File: src/hw/rtl/heat_stencil_1d_sweep_unit_defines.svh
// ----------------------------------------------------------------------------
// heat stencil sweep unit assertion macros
// concurrent assertion wrappers, compiled out when NO_ASSERTIONS is set
// ----------------------------------------------------------------------------
`ifndef HEAT_STENCIL_1D_SWEEP_UNIT_DEFINES_SVH
`define HEAT_STENCIL_1D_SWEEP_UNIT_DEFINES_SVH

`ifndef NO_ASSERTIONS
// property that must hold at every clock edge out of reset
`define HSU_ASSERT(lbl, prop, msg) \
  lbl: assert property (@(posedge clk_i) disable iff (!rst_ni) prop) else $error(msg);
// condition that must never be seen out of reset
`define HSU_ASSERT_NEVER(lbl, cond, msg) \
  lbl: assert property (@(posedge clk_i) disable iff (!rst_ni) !(cond)) else $error(msg);
`else
`define HSU_ASSERT(lbl, prop, msg)
`define HSU_ASSERT_NEVER(lbl, cond, msg)
`endif

`endif

File: src/hw/rtl/hsu_pkg.sv
// ----------------------------------------------------------------------------
// hsu_pkg
// shared widths, register codes and payload types of the heat stencil unit
// ----------------------------------------------------------------------------
package hsu_pkg;

  // field and arithmetic widths
  localparam int unsigned INDEX_BITS    = 20;
  localparam int unsigned TEMP_BITS     = 16;
  localparam int unsigned COEF_BITS     = 16;
  localparam int unsigned FRAC_BITS     = COEF_BITS;
  localparam int unsigned DIFF_BITS     = TEMP_BITS + 2;
  localparam int unsigned TOT_BITS      = TEMP_BITS + COEF_BITS + 3;
  localparam int unsigned CFG_DATA_BITS = (INDEX_BITS > COEF_BITS) ? INDEX_BITS : COEF_BITS;
  localparam int unsigned CFG_IDX_BITS  = 2;

  // job queue between front and back
  localparam int unsigned QUEUE_DEPTH = 4;
  localparam int unsigned QPTR_BITS   = $clog2(QUEUE_DEPTH);
  localparam int unsigned QCNT_BITS   = $clog2(QUEUE_DEPTH + 1);

  // register reset values
  localparam logic [INDEX_BITS-1:0] SOURCE_RESET = '0;
  localparam logic [COEF_BITS-1:0]  COEF_RESET   = COEF_BITS'(13107);

  // register indexes
  typedef enum logic [CFG_IDX_BITS-1:0] {
    REG_SOURCE_POSITION       = 2'd0,
    REG_DIFFUSION_COEFFICIENT = 2'd1
  } cfg_reg_e;

  // input request
  typedef struct packed {
    logic [TEMP_BITS-1:0] temperature_in;
    logic                 last_in;
  } in_t;

  // result request
  typedef struct packed {
    logic [TEMP_BITS-1:0] temperature_out;
    logic                 last_out;
  } out_t;

  // one stencil job handed from front to back
  typedef struct packed {
    logic [TEMP_BITS-1:0] left;
    logic [TEMP_BITS-1:0] centre;
    logic [TEMP_BITS-1:0] right;
    logic                 hold;
    logic                 last;
  } job_t;

  // front status seen by the top level
  typedef struct packed {
    logic busy;
    logic pending;
  } front_status_t;

  // queue status seen by front and back
  typedef struct packed {
    logic full;
    logic valid;
  } queue_status_t;

endpackage

File: src/hw/rtl/hsu_front.sv
// ----------------------------------------------------------------------------
// hsu_front
// accepts cells, keeps the three-cell window and issues stencil jobs
// ----------------------------------------------------------------------------
module hsu_front import hsu_pkg::*; (
  input  logic                  clk_i,
  input  logic                  rst_ni,
  input  logic                  in_valid_i,
  output logic                  in_stall_o,
  input  in_t                   in_data_i,
  input  logic [INDEX_BITS-1:0] source_position_i,
  input  queue_status_t         q_status_i,
  output logic                  push_o,
  output job_t                  push_job_o,
  output front_status_t         status_o
);

  typedef enum logic [2:0] {
    WIN_EMPTY = 3'b001,
    WIN_FIRST = 3'b010,
    WIN_FULL  = 3'b100
  } win_e;

  win_e                  win_q, win_d;
  logic [TEMP_BITS-1:0]  prior_q, prior_d;
  logic [TEMP_BITS-1:0]  held_q, held_d;
  logic [INDEX_BITS-1:0] idx_q, idx_d;
  logic                  pending_q, pending_d;
  job_t                  pend_job_q, pend_job_d;

  logic                  accept;
  logic [TEMP_BITS-1:0]  x;
  logic [TEMP_BITS-1:0]  left;
  logic [INDEX_BITS-1:0] idx_next;
  logic                  job_valid;
  job_t                  job;

  // a full queue stalls input; during a flush only a single-cell row must wait,
  // since the first cell of a longer row pushes no job
  assign in_stall_o = q_status_i.full || (pending_q && in_data_i.last_in);
  assign accept     = in_valid_i && !in_stall_o;
  assign x          = in_data_i.temperature_in;
  assign idx_next   = idx_q + INDEX_BITS'(1);

  // window update and job formation
  always_comb begin
    win_d      = win_q;
    prior_d    = prior_q;
    held_d     = held_q;
    idx_d      = idx_q;
    pending_d  = pending_q;
    pend_job_d = pend_job_q;
    job_valid  = 1'b0;
    job        = '0;
    left       = held_q;

    if (pending_q && !q_status_i.full) begin
      pending_d = 1'b0;
    end

    if (accept) begin
      unique case (win_q)
        WIN_EMPTY: begin
          if (in_data_i.last_in) begin
            // single-cell row: all neighbours are the cell itself
            job_valid = 1'b1;
            job       = '{left: x, centre: x, right: x,
                          hold: (source_position_i == '0), last: 1'b1};
          end else begin
            held_d = x;
            idx_d  = '0;
            win_d  = WIN_FIRST;
          end
        end
        WIN_FIRST, WIN_FULL: begin
          left      = (win_q == WIN_FIRST) ? held_q : prior_q;
          job_valid = 1'b1;
          job       = '{left: left, centre: held_q, right: x,
                        hold: (idx_q == source_position_i), last: 1'b0};
          prior_d   = held_q;
          held_d    = x;
          idx_d     = idx_next;
          win_d     = WIN_FULL;
          if (in_data_i.last_in) begin
            // right end: hold the final cell's flush job as pending
            pending_d  = 1'b1;
            pend_job_d = '{left: held_q, centre: x, right: x,
                           hold: (idx_next == source_position_i), last: 1'b1};
            prior_d    = '0;
            held_d     = '0;
            idx_d      = '0;
            win_d      = WIN_EMPTY;
          end
        end
        default: begin
          win_d = WIN_EMPTY;
        end
      endcase
    end
  end

  // queue write: pending flush first, else the fresh job
  assign push_o     = pending_q ? !q_status_i.full : job_valid;
  assign push_job_o = pending_q ? pend_job_q : job;

  assign status_o.busy    = (win_q != WIN_EMPTY);
  assign status_o.pending = pending_q;

  // control state
  always_ff @(posedge clk_i or negedge rst_ni) begin
    if (!rst_ni) begin
      win_q     <= WIN_EMPTY;
      prior_q   <= '0;
      held_q    <= '0;
      idx_q     <= '0;
      pending_q <= 1'b0;
    end else begin
      win_q     <= win_d;
      prior_q   <= prior_d;
      held_q    <= held_d;
      idx_q     <= idx_d;
      pending_q <= pending_d;
    end
  end

  // pending job payload
  always_ff @(posedge clk_i) begin
    pend_job_q <= pend_job_d;
  end

endmodule

File: src/hw/rtl/hsu_queue.sv
// ----------------------------------------------------------------------------
// hsu_queue
// short job queue decoupling window front from arithmetic back
// ----------------------------------------------------------------------------
module hsu_queue import hsu_pkg::*; (
  input  logic          clk_i,
  input  logic          rst_ni,
  input  logic          push_i,
  input  job_t          push_job_i,
  input  logic          pop_i,
  output job_t          pop_job_o,
  output queue_status_t status_o
);

  job_t                 mem_q [QUEUE_DEPTH];
  logic [QPTR_BITS-1:0] wr_ptr_q, wr_ptr_d;
  logic [QPTR_BITS-1:0] rd_ptr_q, rd_ptr_d;
  logic [QCNT_BITS-1:0] count_q, count_d;
  logic                 do_push;
  logic                 do_pop;

  assign status_o.full  = (count_q == QCNT_BITS'(QUEUE_DEPTH));
  assign status_o.valid = (count_q != '0);
  assign do_push        = push_i && !status_o.full;
  assign do_pop         = pop_i && status_o.valid;
  assign pop_job_o      = mem_q[rd_ptr_q];

  // pointer and count update
  always_comb begin
    wr_ptr_d = wr_ptr_q;
    rd_ptr_d = rd_ptr_q;
    count_d  = count_q;
    if (do_push) begin
      wr_ptr_d = (wr_ptr_q == QPTR_BITS'(QUEUE_DEPTH - 1)) ? '0 : wr_ptr_q + QPTR_BITS'(1);
    end
    if (do_pop) begin
      rd_ptr_d = (rd_ptr_q == QPTR_BITS'(QUEUE_DEPTH - 1)) ? '0 : rd_ptr_q + QPTR_BITS'(1);
    end
    if (do_push && !do_pop) begin
      count_d = count_q + QCNT_BITS'(1);
    end else if (do_pop && !do_push) begin
      count_d = count_q - QCNT_BITS'(1);
    end
  end

  always_ff @(posedge clk_i or negedge rst_ni) begin
    if (!rst_ni) begin
      wr_ptr_q <= '0;
      rd_ptr_q <= '0;
      count_q  <= '0;
    end else begin
      wr_ptr_q <= wr_ptr_d;
      rd_ptr_q <= rd_ptr_d;
      count_q  <= count_d;
    end
  end

  // entry storage
  always_ff @(posedge clk_i) begin
    if (do_push) begin
      mem_q[wr_ptr_q] <= push_job_i;
    end
  end

endmodule

File: src/hw/rtl/hsu_back.sv
// ----------------------------------------------------------------------------
// hsu_back
// two-stage stencil arithmetic: multiply, then round and saturate
// ----------------------------------------------------------------------------
module hsu_back import hsu_pkg::*; (
  input  logic                 clk_i,
  input  logic                 rst_ni,
  input  queue_status_t        q_status_i,
  input  job_t                 job_i,
  output logic                 pop_o,
  input  logic [COEF_BITS-1:0] coef_i,
  output logic                 out_valid_o,
  input  logic                 out_stall_i,
  output out_t                 out_data_o
);

  localparam logic signed [TOT_BITS-1:0] ROUND_HALF = TOT_BITS'(1) << (FRAC_BITS - 1);
  localparam logic [TEMP_BITS+1:0]       TEMP_MAX   = {2'b00, {TEMP_BITS{1'b1}}};

  logic                        s1_valid_q;
  logic signed [TOT_BITS-1:0]  prod_q;
  logic [TEMP_BITS-1:0]        centre_q;
  logic                        hold_q;
  logic                        last_q;
  logic                        out_valid_q;
  out_t                        out_q;

  logic                        s1_adv;
  logic                        s1_load;
  logic signed [DIFF_BITS-1:0] diff;
  logic signed [COEF_BITS:0]   coef_s;
  logic signed [TOT_BITS-1:0]  prod_d;
  logic signed [TOT_BITS-1:0]  total;
  logic [TEMP_BITS+1:0]        upper;
  logic [TEMP_BITS-1:0]        res;

  // pipeline flow
  assign s1_adv  = !out_valid_q || !out_stall_i;
  assign s1_load = !s1_valid_q || s1_adv;
  assign pop_o   = q_status_i.valid && s1_load;

  // stage one: neighbour difference times coefficient
  assign diff   = $signed({2'b00, job_i.left}) + $signed({2'b00, job_i.right})
                - $signed({1'b0, job_i.centre, 1'b0});
  assign coef_s = $signed({1'b0, coef_i});
  assign prod_d = coef_s * diff;

  // stage two: add centre, round to nearest, clamp to field range; a held cell keeps its centre
  assign total = $signed({3'b000, centre_q, {FRAC_BITS{1'b0}}}) + prod_q + ROUND_HALF;
  assign upper = total[TOT_BITS-2:FRAC_BITS];

  always_comb begin
    if (hold_q) begin
      res = centre_q;
    end else if (total[TOT_BITS-1]) begin
      res = '0;
    end else if (upper > TEMP_MAX) begin
      res = '1;
    end else begin
      res = upper[TEMP_BITS-1:0];
    end
  end

  always_ff @(posedge clk_i or negedge rst_ni) begin
    if (!rst_ni) begin
      s1_valid_q  <= 1'b0;
      out_valid_q <= 1'b0;
    end else begin
      if (s1_load) begin
        s1_valid_q <= q_status_i.valid;
      end
      if (s1_adv) begin
        out_valid_q <= s1_valid_q;
      end
    end
  end

  // payload registers
  always_ff @(posedge clk_i) begin
    if (s1_load) begin
      prod_q   <= prod_d;
      centre_q <= job_i.centre;
      hold_q   <= job_i.hold;
      last_q   <= job_i.last;
    end
    if (s1_adv && s1_valid_q) begin
      out_q.temperature_out <= res;
      out_q.last_out        <= last_q;
    end
  end

  assign out_valid_o = out_valid_q;
  assign out_data_o  = out_q;

endmodule

File: src/hw/rtl/heat_stencil_1d_sweep_unit.sv
// result path: job queue, stage-one register, output register, after the edge that
//   accepts the cell to its right; a row's final job comes from the pending flush register
// throughput: one cell per cycle while the job queue is not full; a single-cell row right
//   after a row end also waits while the row-end flush holds the job queue write port
// reset: asynchronous, active low; window and queue empty, source position 0,
//   diffusion coefficient 0.2 in Q0.16
// ----------------------------------------------------------------------------
// heat_stencil_1d_sweep_unit
// one sweep of a three-point heat stencil over a streamed temperature row
// ----------------------------------------------------------------------------
`include "heat_stencil_1d_sweep_unit_defines.svh"

module heat_stencil_1d_sweep_unit import hsu_pkg::*; (
  input  logic                     clk_i,
  input  logic                     rst_ni,
  input  logic                     in_valid_i,
  output logic                     in_stall_o,
  input  in_t                      in_data_i,
  output logic                     out_valid_o,
  input  logic                     out_stall_i,
  output out_t                     out_data_o,
  input  logic                     cfg_we_i,
  input  logic [CFG_IDX_BITS-1:0]  cfg_index_i,
  input  logic [CFG_DATA_BITS-1:0] cfg_wdata_i
);

  logic [INDEX_BITS-1:0] source_q;
  logic [COEF_BITS-1:0]  coef_q;
  logic                  push;
  job_t                  push_job;
  logic                  pop;
  job_t                  pop_job;
  queue_status_t         q_status;
  front_status_t         f_status;

  // configuration registers
  always_ff @(posedge clk_i or negedge rst_ni) begin
    if (!rst_ni) begin
      source_q <= SOURCE_RESET;
      coef_q   <= COEF_RESET;
    end else if (cfg_we_i) begin
      unique case (cfg_index_i)
        REG_SOURCE_POSITION:       source_q <= cfg_wdata_i[INDEX_BITS-1:0];
        REG_DIFFUSION_COEFFICIENT: coef_q   <= cfg_wdata_i[COEF_BITS-1:0];
        default: ;
      endcase
    end
  end

  hsu_front u_front (
    .clk_i             (clk_i),
    .rst_ni            (rst_ni),
    .in_valid_i        (in_valid_i),
    .in_stall_o        (in_stall_o),
    .in_data_i         (in_data_i),
    .source_position_i (source_q),
    .q_status_i        (q_status),
    .push_o            (push),
    .push_job_o        (push_job),
    .status_o          (f_status)
  );

  hsu_queue u_queue (
    .clk_i      (clk_i),
    .rst_ni     (rst_ni),
    .push_i     (push),
    .push_job_i (push_job),
    .pop_i      (pop),
    .pop_job_o  (pop_job),
    .status_o   (q_status)
  );

  hsu_back u_back (
    .clk_i       (clk_i),
    .rst_ni      (rst_ni),
    .q_status_i  (q_status),
    .job_i       (pop_job),
    .pop_o       (pop),
    .coef_i      (coef_q),
    .out_valid_o (out_valid_o),
    .out_stall_i (out_stall_i),
    .out_data_o  (out_data_o)
  );

  // checks
  `HSU_ASSERT_NEVER(a_no_push_when_full, push && q_status.full, "job pushed into full queue")
  `HSU_ASSERT(a_flush_queued, in_valid_i && !in_stall_o && in_data_i.last_in && f_status.busy |=> f_status.pending, "row-end flush not queued")
  `HSU_ASSERT(a_coef_write, cfg_we_i && (cfg_index_i == REG_DIFFUSION_COEFFICIENT) |=> coef_q == $past(cfg_wdata_i[COEF_BITS-1:0]), "coefficient write lost")

endmodule
File: config.mk
export PLATFORM = sky130hd
export DESIGN_NAME = heat_stencil_1d_sweep_unit
export DESIGN_NICKNAME = d
export VERILOG_FILES = /design/src/hw/rtl/hsu_pkg.sv /design/src/hw/rtl/hsu_front.sv /design/src/hw/rtl/hsu_queue.sv /design/src/hw/rtl/hsu_back.sv /design/src/hw/rtl/heat_stencil_1d_sweep_unit.sv
export VERILOG_INCLUDE_DIRS = /design/src /design/src/hw/rtl
export SDC_FILE = /design/constraint.sdc
export NUM_CORES = 1
export LEC_CHECK = 0
export BUFFER_PORTS_ARGS = -buffer_cell sky130_fd_sc_hd__buf_2
export CORE_ASPECT_RATIO = 1.1
export CORE_UTILIZATION = 30
export DETAILED_ROUTE_END_ITERATION = 7
export PLACE_DENSITY_LB_ADDON = 0.12
export SYNTH_ARGS = -nofsm -noshare
export SYNTH_HDL_FRONTEND = slang
export SYNTH_SLANG_ARGS = --single-unit
File: constraint.sdc
create_clock -name clk_i -period 12.1 [get_ports clk_i]
set_clock_uncertainty 0.05 [all_clocks]
set_input_delay 3.63 -clock clk_i [delete_from_list [all_inputs] [get_ports clk_i]]
set_output_delay 3.63 -clock clk_i [all_outputs]
set_load 0.02 [all_outputs]
==> reports/qor.csv, run 1 <==
stage;metric;value;unit
finish;post_layout_nonfiller_instances;3851;
timing;final-hold-violation-count;0;
synth;syn-mean-instance-area;11.4;sq um
clock_network;htree_levels;2;
routing;drt_iter0_markers;931;
timing;timing.hold.ws;417;ps
grt;grt_use_met1;0.202;
clock_network;clk-insertion-delay-late;610;ps
timing;slew_headroom;0.263;
timing;report.final.setup_viol;0;
floorplanning;floorplan.die.height;326;um
worst_setup_path;critPathMaxFanout;41;
worst_setup_path;critPathBufInv;5;
finish;drive_gt1_frac;0.119;
routing;detailedRoute.firstPassIterationCount;5;
timing;max_freq;97.8;MHz
routing;route.final.wire_length;74.1;mm
grt;globalRouteOverflowTotal;0;
worst_setup_path;critPathArrivalTime;10520;ps
flow_run;max_cap_violations;0;
clock_network;clock_tree.buffer_depth;3;
worst_setup_path;critPathLaunchType;register;
synth;edff_count_synth;288;
synth;synth-async-reset-ratio;0.260;
synth;netlist.area_leader.share;0.302;
routing;drt_drc;0;
clock_network;numClockSinks;389;
worst_setup_path;worst_path_largest_cell_delay;960;ps
routing;wl_per_cell;19.2;um
clock_network;root_buffer;sky130_fd_sc_hd__clkbuf_16;
clock_network;postCtsHoldBufs;0;
finish;fill_cells;9485;
finish;area_growth;11.9;%
floorplanning;core_region_area;94300;sq um
clock_network;clkTransAtPathRegs;60;ps
grt;grt_antenna_before_repair;2;
synth;synth.yosys.seq_area_share;0.391;
grt;globalRouteMet3Util;0.0206;
routing;route.antenna.remaining_nets;0;
grt;vias_in_the_first_global_route;19468;
synth;synth-warning-count;0;
synth;netlist_instances;2511;
floorplanning;top_level_ports;63;
worst_setup_path;cp-end-kind;register;
synth;ys_ff_latch;389;
timing;setup-tns-final;0;ps
routing;vias_per_cell;4.67;
timing;worstMarginPinSlew;1100;ps
grt;grt_max_degree;54;
synth;post_synth_main_area_contributors;sky130_fd_sc_hd__edfxtp_1 (30%), sky130_fd_sc_hd__fa_1 (21%), sky130_fd_sc_hd__dfrtp_1 (8.0%);
synth;synthesis.nets;2984;
routing;via_count;17998;
placement;post-dp-hpwl;55.7;mm
finish;finish.net_count;3024;
grt;met2_usage;0.268;
grt;grtUsageTotal;0.156;
status;status;completed;
floorplanning;core.rowCount;118;
min_path;hold_class;register to register;
clock_network;tritoncts;built;
synth;ys.flop_type;sky130_fd_sc_hd__edfxtp_1;
synth;synth_top_cell_by_area;sky130_fd_sc_hd__edfxtp_1;
worst_setup_path;crit_top_cell;sky130_fd_sc_hd__fa_1;
placement;placedCellCount;3761;
worst_setup_path;worst_path_max_delay_cell;sky130_fd_sc_hd__dfrtp_4;
timing;final_period_minus_worst_setup_slack;10230;ps
worst_setup_path;cpLargestDelayFamily;adder cells;
timing;grt_setup_unrepaired;no;
timing;timing_max_transition_violations_final;0;
grt;grt_most_used_layer;met2;
worst_setup_path;worst_ep_required_time;12400;ps
placement;gpl.final_weighted_congestion;0.796;
synth;synth_cell_type_count;80;
timing;min_period_over_period;0.845;
placement;port_buffers;62;
clock_network;post-cts-setup-buffer-count;0;
floorplanning;die_w;296;um
worst_setup_path;timing_worst_setup_path_type;register to register;
floorplanning;die_area;96600;sq um
synth;mappedNetlistArea;28600;sq um
clock_network;cts_made_buffers;48;
grt;grt_pass1_wl;115;mm
clock_network;post_cts_resize_count;0;
floorplanning;effective_utilization_at_floorplan;0.303;
==> flip-flops by register name, indices dropped and copies added (netlist names), 2 cells and up <==
| signal | flops |
|---|---|
| coef_q | 16 |
| source_q | 20 |
| u_back.centre_q | 16 |
| u_back.out_data_o | 17 |
| u_back.prod_q | 20 |
| u_front.held_q | 16 |
| u_front.idx_q | 20 |
| u_front.pend_job_q | 33 |
| u_front.prior_q | 16 |
| u_front.win_q | 3 |
| u_queue.count_q | 3 |
| u_queue.mem_q | 200 |
| u_queue.rd_ptr_q | 2 |
| u_queue.wr_ptr_q | 2 |
==> cell families after synthesis <==
group	share of synthesized area
AND/OR/NAND/NOR	0.114
adder cells (fa/ha/maj)	0.268
buffers and inverters	0.0698
multiplexers	0.0615
AO/OA/AOI/OAI	0.0634
XOR/XNOR	0.0321
flip-flops	0.391
==> routing by layer <==
| layer | share of wire | wire length [um] | vias to the layer above |
|---|---|---|---|
| li1 | - | - | 8344 |
| met1 | 0.44 | 32300 | 9270 |
| met2 | 0.50 | 36800 | 298 |
| met3 | 0.039 | 2880 | 84 |
| met4 | 0.029 | 2120 | 2 |
| met5 | 0.00020 | 15 | - |
==> worst reg2reg max path: cells and delay by family, from the launching register on <==
family | cells | cell delay, ps
flip-flops | 1 | 960
AO/OA/AOI/OAI | 10 | 2290
buffers and inverters | 5 | 230
XOR/XNOR | 1 | 110
AND/OR/NAND/NOR | 5 | 1270
multiplexers | 2 | 850
adder cells (fa/ha/maj) | 9 | 4210
==> per-stage QoR <==
stage | setup slack [ps] | util | area [sq um]
2_1_floorplan | 2730 | - | 28600
3_3_place_gp | 1760 | 0.322 | 30400
3_5_place_dp | 1740 | 0.322 | 30400
4_1_cts | 1730 | 0.339 | 32000
5_1_grt | 1220 | 0.339 | 32000
6_report | 1870 | 0.339 | 32000
==> cells in the final DEF (no fill, tap or decap), types with 17 or more instances in the layout <==
| master | instances |
|---|---|
| sky130_fd_sc_hd__a21o_1 | 19 |
| sky130_fd_sc_hd__a21oi_1 | 67 |
| sky130_fd_sc_hd__and2_1 | 135 |
| sky130_fd_sc_hd__buf_2 | 61 |
| sky130_fd_sc_hd__buf_4 | 33 |
| sky130_fd_sc_hd__clkbuf_16 | 49 |
| sky130_fd_sc_hd__dfrtp_1 | 90 |
| sky130_fd_sc_hd__edfxtp_1 | 288 |
| sky130_fd_sc_hd__fa_1 | 302 |
| sky130_fd_sc_hd__ha_1 | 127 |
| sky130_fd_sc_hd__inv_1 | 419 |
| sky130_fd_sc_hd__mux2_2 | 39 |
| sky130_fd_sc_hd__mux2i_1 | 18 |
| sky130_fd_sc_hd__mux4_2 | 50 |
| sky130_fd_sc_hd__nand2_1 | 321 |
| sky130_fd_sc_hd__nand3b_1 | 18 |
| sky130_fd_sc_hd__nor2_1 | 65 |
| sky130_fd_sc_hd__nor3_1 | 17 |
| sky130_fd_sc_hd__o21ai_0 | 92 |
| sky130_fd_sc_hd__xnor2_1 | 77 |
| sky130_fd_sc_hd__xor2_1 | 24 |
==> cell usage after synthesis (19+ instances only) <==
cell type / count
sky130_fd_sc_hd__a21o_1: 19
sky130_fd_sc_hd__a21oi_1: 67
sky130_fd_sc_hd__and2_1: 139
sky130_fd_sc_hd__clkbuf_1: 82
sky130_fd_sc_hd__dfrtp_1: 92
sky130_fd_sc_hd__edfxtp_1: 288
sky130_fd_sc_hd__fa_1: 302
sky130_fd_sc_hd__ha_1: 127
sky130_fd_sc_hd__inv_1: 419
sky130_fd_sc_hd__mux2_2: 39
sky130_fd_sc_hd__mux4_2: 50
sky130_fd_sc_hd__nand2_1: 321
sky130_fd_sc_hd__nor2_1: 66
sky130_fd_sc_hd__o21ai_0: 92
sky130_fd_sc_hd__xnor2_1: 80
sky130_fd_sc_hd__xor2_1: 25
==> area by class of cell <==
class | instances | area (sq um) | share of cell area
multi-input cells | 1599 | 15500 | 0.484
clock buffers | 57 | 1260 | 0.0393
clock inverters | 32 | 352 | 0.0110
diodes | 1 | 2.50 | 0.0000782
repair buffers | 94 | 553 | 0.0173
well taps | 1260 | 1580 | 0.0493
flip-flops and latches | 389 | 11200 | 0.350
inverters | 419 | 1570 | 0.0491
==> path summary, 6_finish.rpt <==
path	to	slack, ps	cells past startpoint	start
worst min register to register	u_front.prior_q[9]	420	2	u_front.prior_q[9]
worst min-delay path	u_front.prior_q[9]	420	2	u_front.prior_q[9]
max in group asynchronous	u_front.held_q[10]	7840	2	rst_ni
worst max register to register	u_back.prod_q[34]	1870	32	u_queue.rd_ptr_q[0]
worst max-delay path	u_back.prod_q[34]	1870	32	u_queue.rd_ptr_q[0]
min in group asynchronous	u_front.idx_q[5]	3030	1	rst_ni
Power of run 1 is left out: the tool's default activity adds up to more than one toggle a clock period on the data nets, which glitch-free logic cannot reach.
==> run 2, diff against run 1 <==
==> constraint.sdc (replaced) <==
create_clock -name clk_i -period 10.3 [get_ports clk_i]
set_clock_uncertainty 0.05 [all_clocks]
set_input_delay 3.09 -clock clk_i [delete_from_list [all_inputs] [get_ports clk_i]]
set_output_delay 3.09 -clock clk_i [all_outputs]
set_load 0.02 [all_outputs]
==> run 2 against run 1 <==
  * Flip-flop and latch count did not move
  * Sequential share of layout area about the same
  * Register-to-register slack worse by 1300 ps
  * Worst hold slack worse by 2.6 ps
  * Non-clock buffer count increased by 13
  * Routed wire length increased by 0.18%
  * Critical path depth decreased by 1
  * Core utilization about the same
  * Final cell count rose by 0.18%
  * Critical path type unchanged
==> reports/qor.csv, run 2 (same netlist as run 1, synthesis figures left out) <==
stage;metric;value;unit
status;status;completed;
grt;grt_pass1_wl;116;mm
timing;grt_setup_unrepaired;no;
clock_network;postCtsHoldBufs;0;
finish;layout.cells.most_common;sky130_fd_sc_hd__inv_1;
timing;final-hold-violation-count;0;
clock_network;clkTransAtPathRegs;60;ps
routing;drt_iter0_markers;918;
routing;drt_drc;0;
routing;via_count;17918;
finish;drive_gt1_frac;0.120;
grt;grt_most_used_layer;met2;
routing;wl_per_cell;19.2;um
finish;finish.net_count;3035;
floorplanning;core_region_area;94300;sq um
routing;detailedRoute.firstPassIterationCount;5;
timing;worstMarginPinSlew;1130;ps
placement;post-dp-hpwl;55.8;mm
routing;route.final.wire_length;74.2;mm
grt;vias_in_the_first_global_route;19544;
grt;globalRouteMet3Util;0.0158;
finish;registers.top_by_ff_count;u_queue.mem_q;
placement;port_buffers;62;
clock_network;tritoncts;built;
finish;layout_common_cells;sky130_fd_sc_hd__inv_1 (419), sky130_fd_sc_hd__nand2_1 (321), sky130_fd_sc_hd__fa_1 (302), sky130_fd_sc_hd__edfxtp_1 (288), sky130_fd_sc_hd__and2_1 (135);
timing;max_freq;103;MHz
finish;area_growth;12.0;%
min_path;hold_class;register to register;
finish;largest_register_ff_count;200;
routing;vias_per_cell;4.64;
worst_setup_path;critPathArrivalTime;10000;ps
worst_setup_path;critPathLaunchType;register;
worst_setup_path;cp-end-kind;register;
clock_network;cts_made_buffers;46;
timing;report.final.setup_viol;0;
finish;top_regs;u_queue.mem_q: 200 flops, u_front.pend_job_q: 33 flops;
floorplanning;die_area;96600;sq um
floorplanning;floorplan.die.height;326;um
worst_setup_path;critPathMaxFanout;11;
placement;gpl.final_weighted_congestion;0.819;
worst_setup_path;worst_path_max_delay_cell;sky130_fd_sc_hd__dfrtp_4;
floorplanning;top_level_ports;63;
grt;grt_use_met1;0.213;
clock_network;clk-insertion-delay-late;600;ps
clock_network;root_buffer;sky130_fd_sc_hd__clkbuf_16;
grt;grt_max_degree;61;
timing;timing_max_transition_violations_final;0;
timing;min_period_over_period;0.943;
grt;grtUsageTotal;0.158;
grt;grt_antenna_before_repair;1;
timing;slew_headroom;0.246;
routing;route.antenna.remaining_nets;0;
clock_network;clock_tree.buffer_depth;3;
flow_run;max_cap_violations;0;
worst_setup_path;timing_worst_setup_path_type;register to register;
timing;final_period_minus_worst_setup_slack;9710;ps
floorplanning;core.rowCount;118;
clock_network;numClockSinks;389;
floorplanning;die_w;296;um
finish;fill_cells;9455;
worst_setup_path;worst_path_largest_cell_delay;560;ps
timing;setup-tns-final;0;ps
worst_setup_path;crit_top_cell;sky130_fd_sc_hd__fa_1;
clock_network;htree_levels;2;
worst_setup_path;worst_ep_required_time;10590;ps
grt;globalRouteOverflowTotal;0;
floorplanning;effective_utilization_at_floorplan;0.303;
finish;antenna-diode-count;0;
grt;met2_usage;0.267;
[run 2: cell types whose count changed in the layout (fill, tap and decap cells not counted), moves of 2 or more]
cell / change
sky130_fd_sc_hd__buf_4: +11
sky130_fd_sc_hd__clkbuf_1: +4
sky130_fd_sc_hd__clkinv_2: -4
sky130_fd_sc_hd__clkbuf_16: -3
sky130_fd_sc_hd__clkbuf_8: +2
sky130_fd_sc_hd__clkinv_1: -2
[run 2: cell type report]
| type | count | area (sq um) | share of cell area |
|---|---|---|---|
| multi-input cells | 1599 | 15500 | 0.483 |
| flip-flops and latches | 389 | 11200 | 0.349 |
| well taps | 1260 | 1580 | 0.0492 |
| inverters | 419 | 1570 | 0.0491 |
| clock buffers | 60 | 1220 | 0.0382 |
| repair buffers | 107 | 671 | 0.0209 |
| clock inverters | 24 | 319 | 0.00996 |
[run 2: final timing paths]
kind / start / to / slack, ps / depth (start not counted)
setup / recovery: u_queue.rd_ptr_q[0] / u_back.prod_q[34] / 590 / 31
hold / removal: u_front.prior_q[12] / u_front.prior_q[12] / 410 / 2
setup reg to reg: u_queue.rd_ptr_q[0] / u_back.prod_q[34] / 590 / 31
hold reg to reg: u_front.prior_q[12] / u_front.prior_q[12] / 410 / 2
max in group asynchronous: rst_ni / u_queue.rd_ptr_q[0] / 6470 / 2
min in group asynchronous: rst_ni / source_q[18] / 2430 / 1
[run 2: stage by stage]
stage | area (sq um) | util | hold WS (ps) | setup slack, ps | instances
final | 32000 | 0.340 | 414 | 589 | 3858
after global routing | 32000 | 0.340 | 431 | 59.0 | 3858
after CTS | 32000 | 0.339 | 417 | 352 | 3857
after detailed placement | 30500 | 0.323 | 406 | 360 | 3773
after global placement | 30500 | 0.323 | 400 | 411 | 3773
after floorplan | 28600 | - | 350 | 933 | 2511
[run 2: what timing repair did]
action / 4_1_cts / 5_1_grt
setup buffers: 0 / 1
setup endpoints to repair: 0 / 7
resized for setup: 0 / 3
[run 2: layer usage]
metal	wire length (um)	vias up
met4	2090	0
met5	0	-
met3	2230	81
met2	36500	255
li1	-	8361
met1	33400	9221
[run 2: worst max-delay path, delay by kind of cell (launching register included)]
family	cells	cell delay, ps
XOR/XNOR	1	100
AND/OR/NAND/NOR	5	1200
adder cells (fa/ha/maj)	9	4260
multiplexers	2	770
AO/OA/AOI/OAI	7	1730
buffers and inverters	7	740
flip-flops	1	560
Power of run 2 is left out for the same reason.
==> run 3, diff against run 2 <==
--- a/config.mk
+++ b/config.mk
@@ -8,7 +8,7 @@
 export LEC_CHECK = 0
 export BUFFER_PORTS_ARGS = -buffer_cell sky130_fd_sc_hd__buf_2
 export CORE_ASPECT_RATIO = 1.1
-export CORE_UTILIZATION = 30
+export CORE_UTILIZATION = 48
 export DETAILED_ROUTE_END_ITERATION = 7
 export PLACE_DENSITY_LB_ADDON = 0.12
 export SYNTH_ARGS = -nofsm -noshare
==> run 3 against run 2 <==
  * Critical path depth grew 6
  * Design area shrank 2.0%
  * Critical path type unchanged
  * Highest routed layer unchanged
  * Sequential share of layout area increased by 0.71 points
==> reports/qor.csv, run 3 (same netlist as run 1, synthesis figures left out) <==
stage;metric;value;unit
status;status;completed;
grt;grt_max_degree;65;
worst_setup_path;cp-startpoint;u_queue.rd_ptr_q[1];
worst_setup_path;critPathArrivalTime;10080;ps
worst_setup_path;critical_r2r_launch;u_queue.rd_ptr_q[1];
grt;globalRouteOverflowTotal;0;
routing;route.antenna.remaining_nets;0;
routing;drt_drc;0;
grt;grt_antenna_before_repair;2;
min_path;worstHoldStart;u_back.last_q;
timing;grt_setup_unrepaired;no;
floorplanning;top_level_ports;63;
grt;grt_pass1_wl;108;mm
finish;fill_cells;5045;
floorplanning;core.rowCount;93;
finish;registers.top_by_ff_count;u_queue.mem_q;
timing;timing.hold.ws;381;ps
timing;timing_max_transition_violations_final;0;
finish;multi_input_logic_area;15500;sq um
worst_setup_path;timing_worst_setup_path_type;register to register;
timing;final_period_minus_worst_setup_slack;9680;ps
finish;layout.cells.most_common;sky130_fd_sc_hd__inv_1;
worst_setup_path;critPathMaxFanout;16;
routing;detailedRoute.firstPassIterationCount;6;
placement;place_ws;342;ps
clock_network;tritoncts;built;
clock_network;root_buffer;sky130_fd_sc_hd__clkbuf_16;
finish;area_growth;9.73;%
floorplanning;effective_utilization_at_floorplan;0.487;
min_path;hold_class;register to register;
clock_network;numClockSinks;389;
finish;finish.net_count;3037;
worst_setup_path;critPathLaunchType;register;
finish;top_regs;u_queue.mem_q: 200 flops, u_front.pend_job_q: 33 flops;
placement;post-dp-hpwl;50.2;mm
grt;vias_in_the_first_global_route;19296;
timing;worstMarginPinSlew;1130;ps
finish;drive_gt1_frac;0.123;
placement;port_buffers;62;
worst_setup_path;worst_path_largest_cell_delay;640;ps
finish;largest_register_ff_count;200;
worst_setup_path;cp-end-kind;register;
placement;placed_area;29800;sq um
clock_network;clock_tree.buffer_depth;3;
routing;drt_iter0_markers;1038;
timing;final-hold-violation-count;0;
timing;min_period_over_period;0.940;
clock_network;clk-insertion-delay-late;580;ps
finish;finish.instance_area;31400;sq um
floorplanning;core_region_area;58800;sq um
clock_network;postCtsHoldBufs;0;
clock_network;htree_levels;2;
worst_setup_path;worst_ep_required_time;10700;ps
floorplanning;die_area;60600;sq um
routing;vias_per_cell;5.38;
routing;via_count;18063;
grt;grtUsageTotal;0.227;
timing;setup-tns-final;0;ps
clock_network;cts_made_buffers;43;
clock_network;clkTransAtPathRegs;60;ps
timing;slew_headroom;0.240;
flow_run;max_cap_violations;0;
finish;layout_common_cells;sky130_fd_sc_hd__inv_1 (419), sky130_fd_sc_hd__nand2_1 (321), sky130_fd_sc_hd__fa_1 (302), sky130_fd_sc_hd__edfxtp_1 (288), sky130_fd_sc_hd__and2_1 (135);
worst_setup_path;worst_path_max_delay_cell;sky130_fd_sc_hd__dfrtp_2;
finish;register_area;11200;sq um
timing;post-route-worst-setup-slack;618;ps
placement;gpl.final_weighted_congestion;0.885;
timing;report.final.setup_viol;0;
finish;antenna-diode-count;0;
routing;wl_per_cell;19.9;um
timing;max_freq;103;MHz
routing;route.final.wire_length;66.9;mm
floorplanning;floorplan.die.height;258;um
floorplanning;die_w;235;um
[run 3: repair_timing]
| item | in CTS | in global routing |
|---|---|---|
| endpoints found under the setup margin | 0 | 4 |
| gates resized for setup | 0 | 4 |
| setup buffers | 0 | 9 |
[run 3: path summary, 6_finish.rpt]
| kind | to | depth (start not counted) | slack, ps |
|---|---|---|---|
| hold / removal | u_back.out_data_o[0] | 0 | 380 |
| setup / recovery | u_back.prod_q[32] | 37 | 620 |
| max in group asynchronous | u_queue.rd_ptr_q[0] | 2 | 6450 |
| min in group asynchronous | u_front.idx_q[19] | 1 | 2430 |
| hold reg to reg | u_back.out_data_o[0] | 0 | 380 |
| setup reg to reg | u_back.prod_q[32] | 37 | 620 |
[run 3: critical path, delay by kind of cell (launching register included)]
kind                     cells  cell delay [ps]
flip-flops                   1              640
adder cells (fa/ha/maj)      9             3940
AO/OA/AOI/OAI                9             1850
XOR/XNOR                     1              170
multiplexers                 2              540
AND/OR/NAND/NOR              7             1330
buffers and inverters        9              990
[run 3: final cells by class]
type / count / share of cell area
Sequential cell: 389 / 0.357
Timing Repair Buffer: 112 / 0.0227
Multi-Input combinational cell: 1599 / 0.493
Tap cell: 760 / 0.0303
Clock buffer: 54 / 0.0363
Clock inverter: 26 / 0.0108
Inverter: 419 / 0.0501
[run 3: layer usage]
layer / wire length [um] / global-route usage / vias to the layer above
met5: 0 / 0 / -
met4: 1180 / 0.0446 / 0
met3: 3040 / 0.0355 / 79
met2: 32400 / 0.387 / 363
met1: 30300 / 0.311 / 9258
li1: - / - / 8363
[run 3: per-stage QoR]
| stage | utilization | instances |
|---|---|---|
| after detailed placement | 0.507 | 3270 |
| after global placement | 0.507 | 3270 |
| after CTS | 0.533 | 3350 |
| after floorplan | - | 2511 |
| after global routing | 0.534 | 3359 |
| final | 0.534 | 3359 |
Power of run 3 is left out for the same reason.
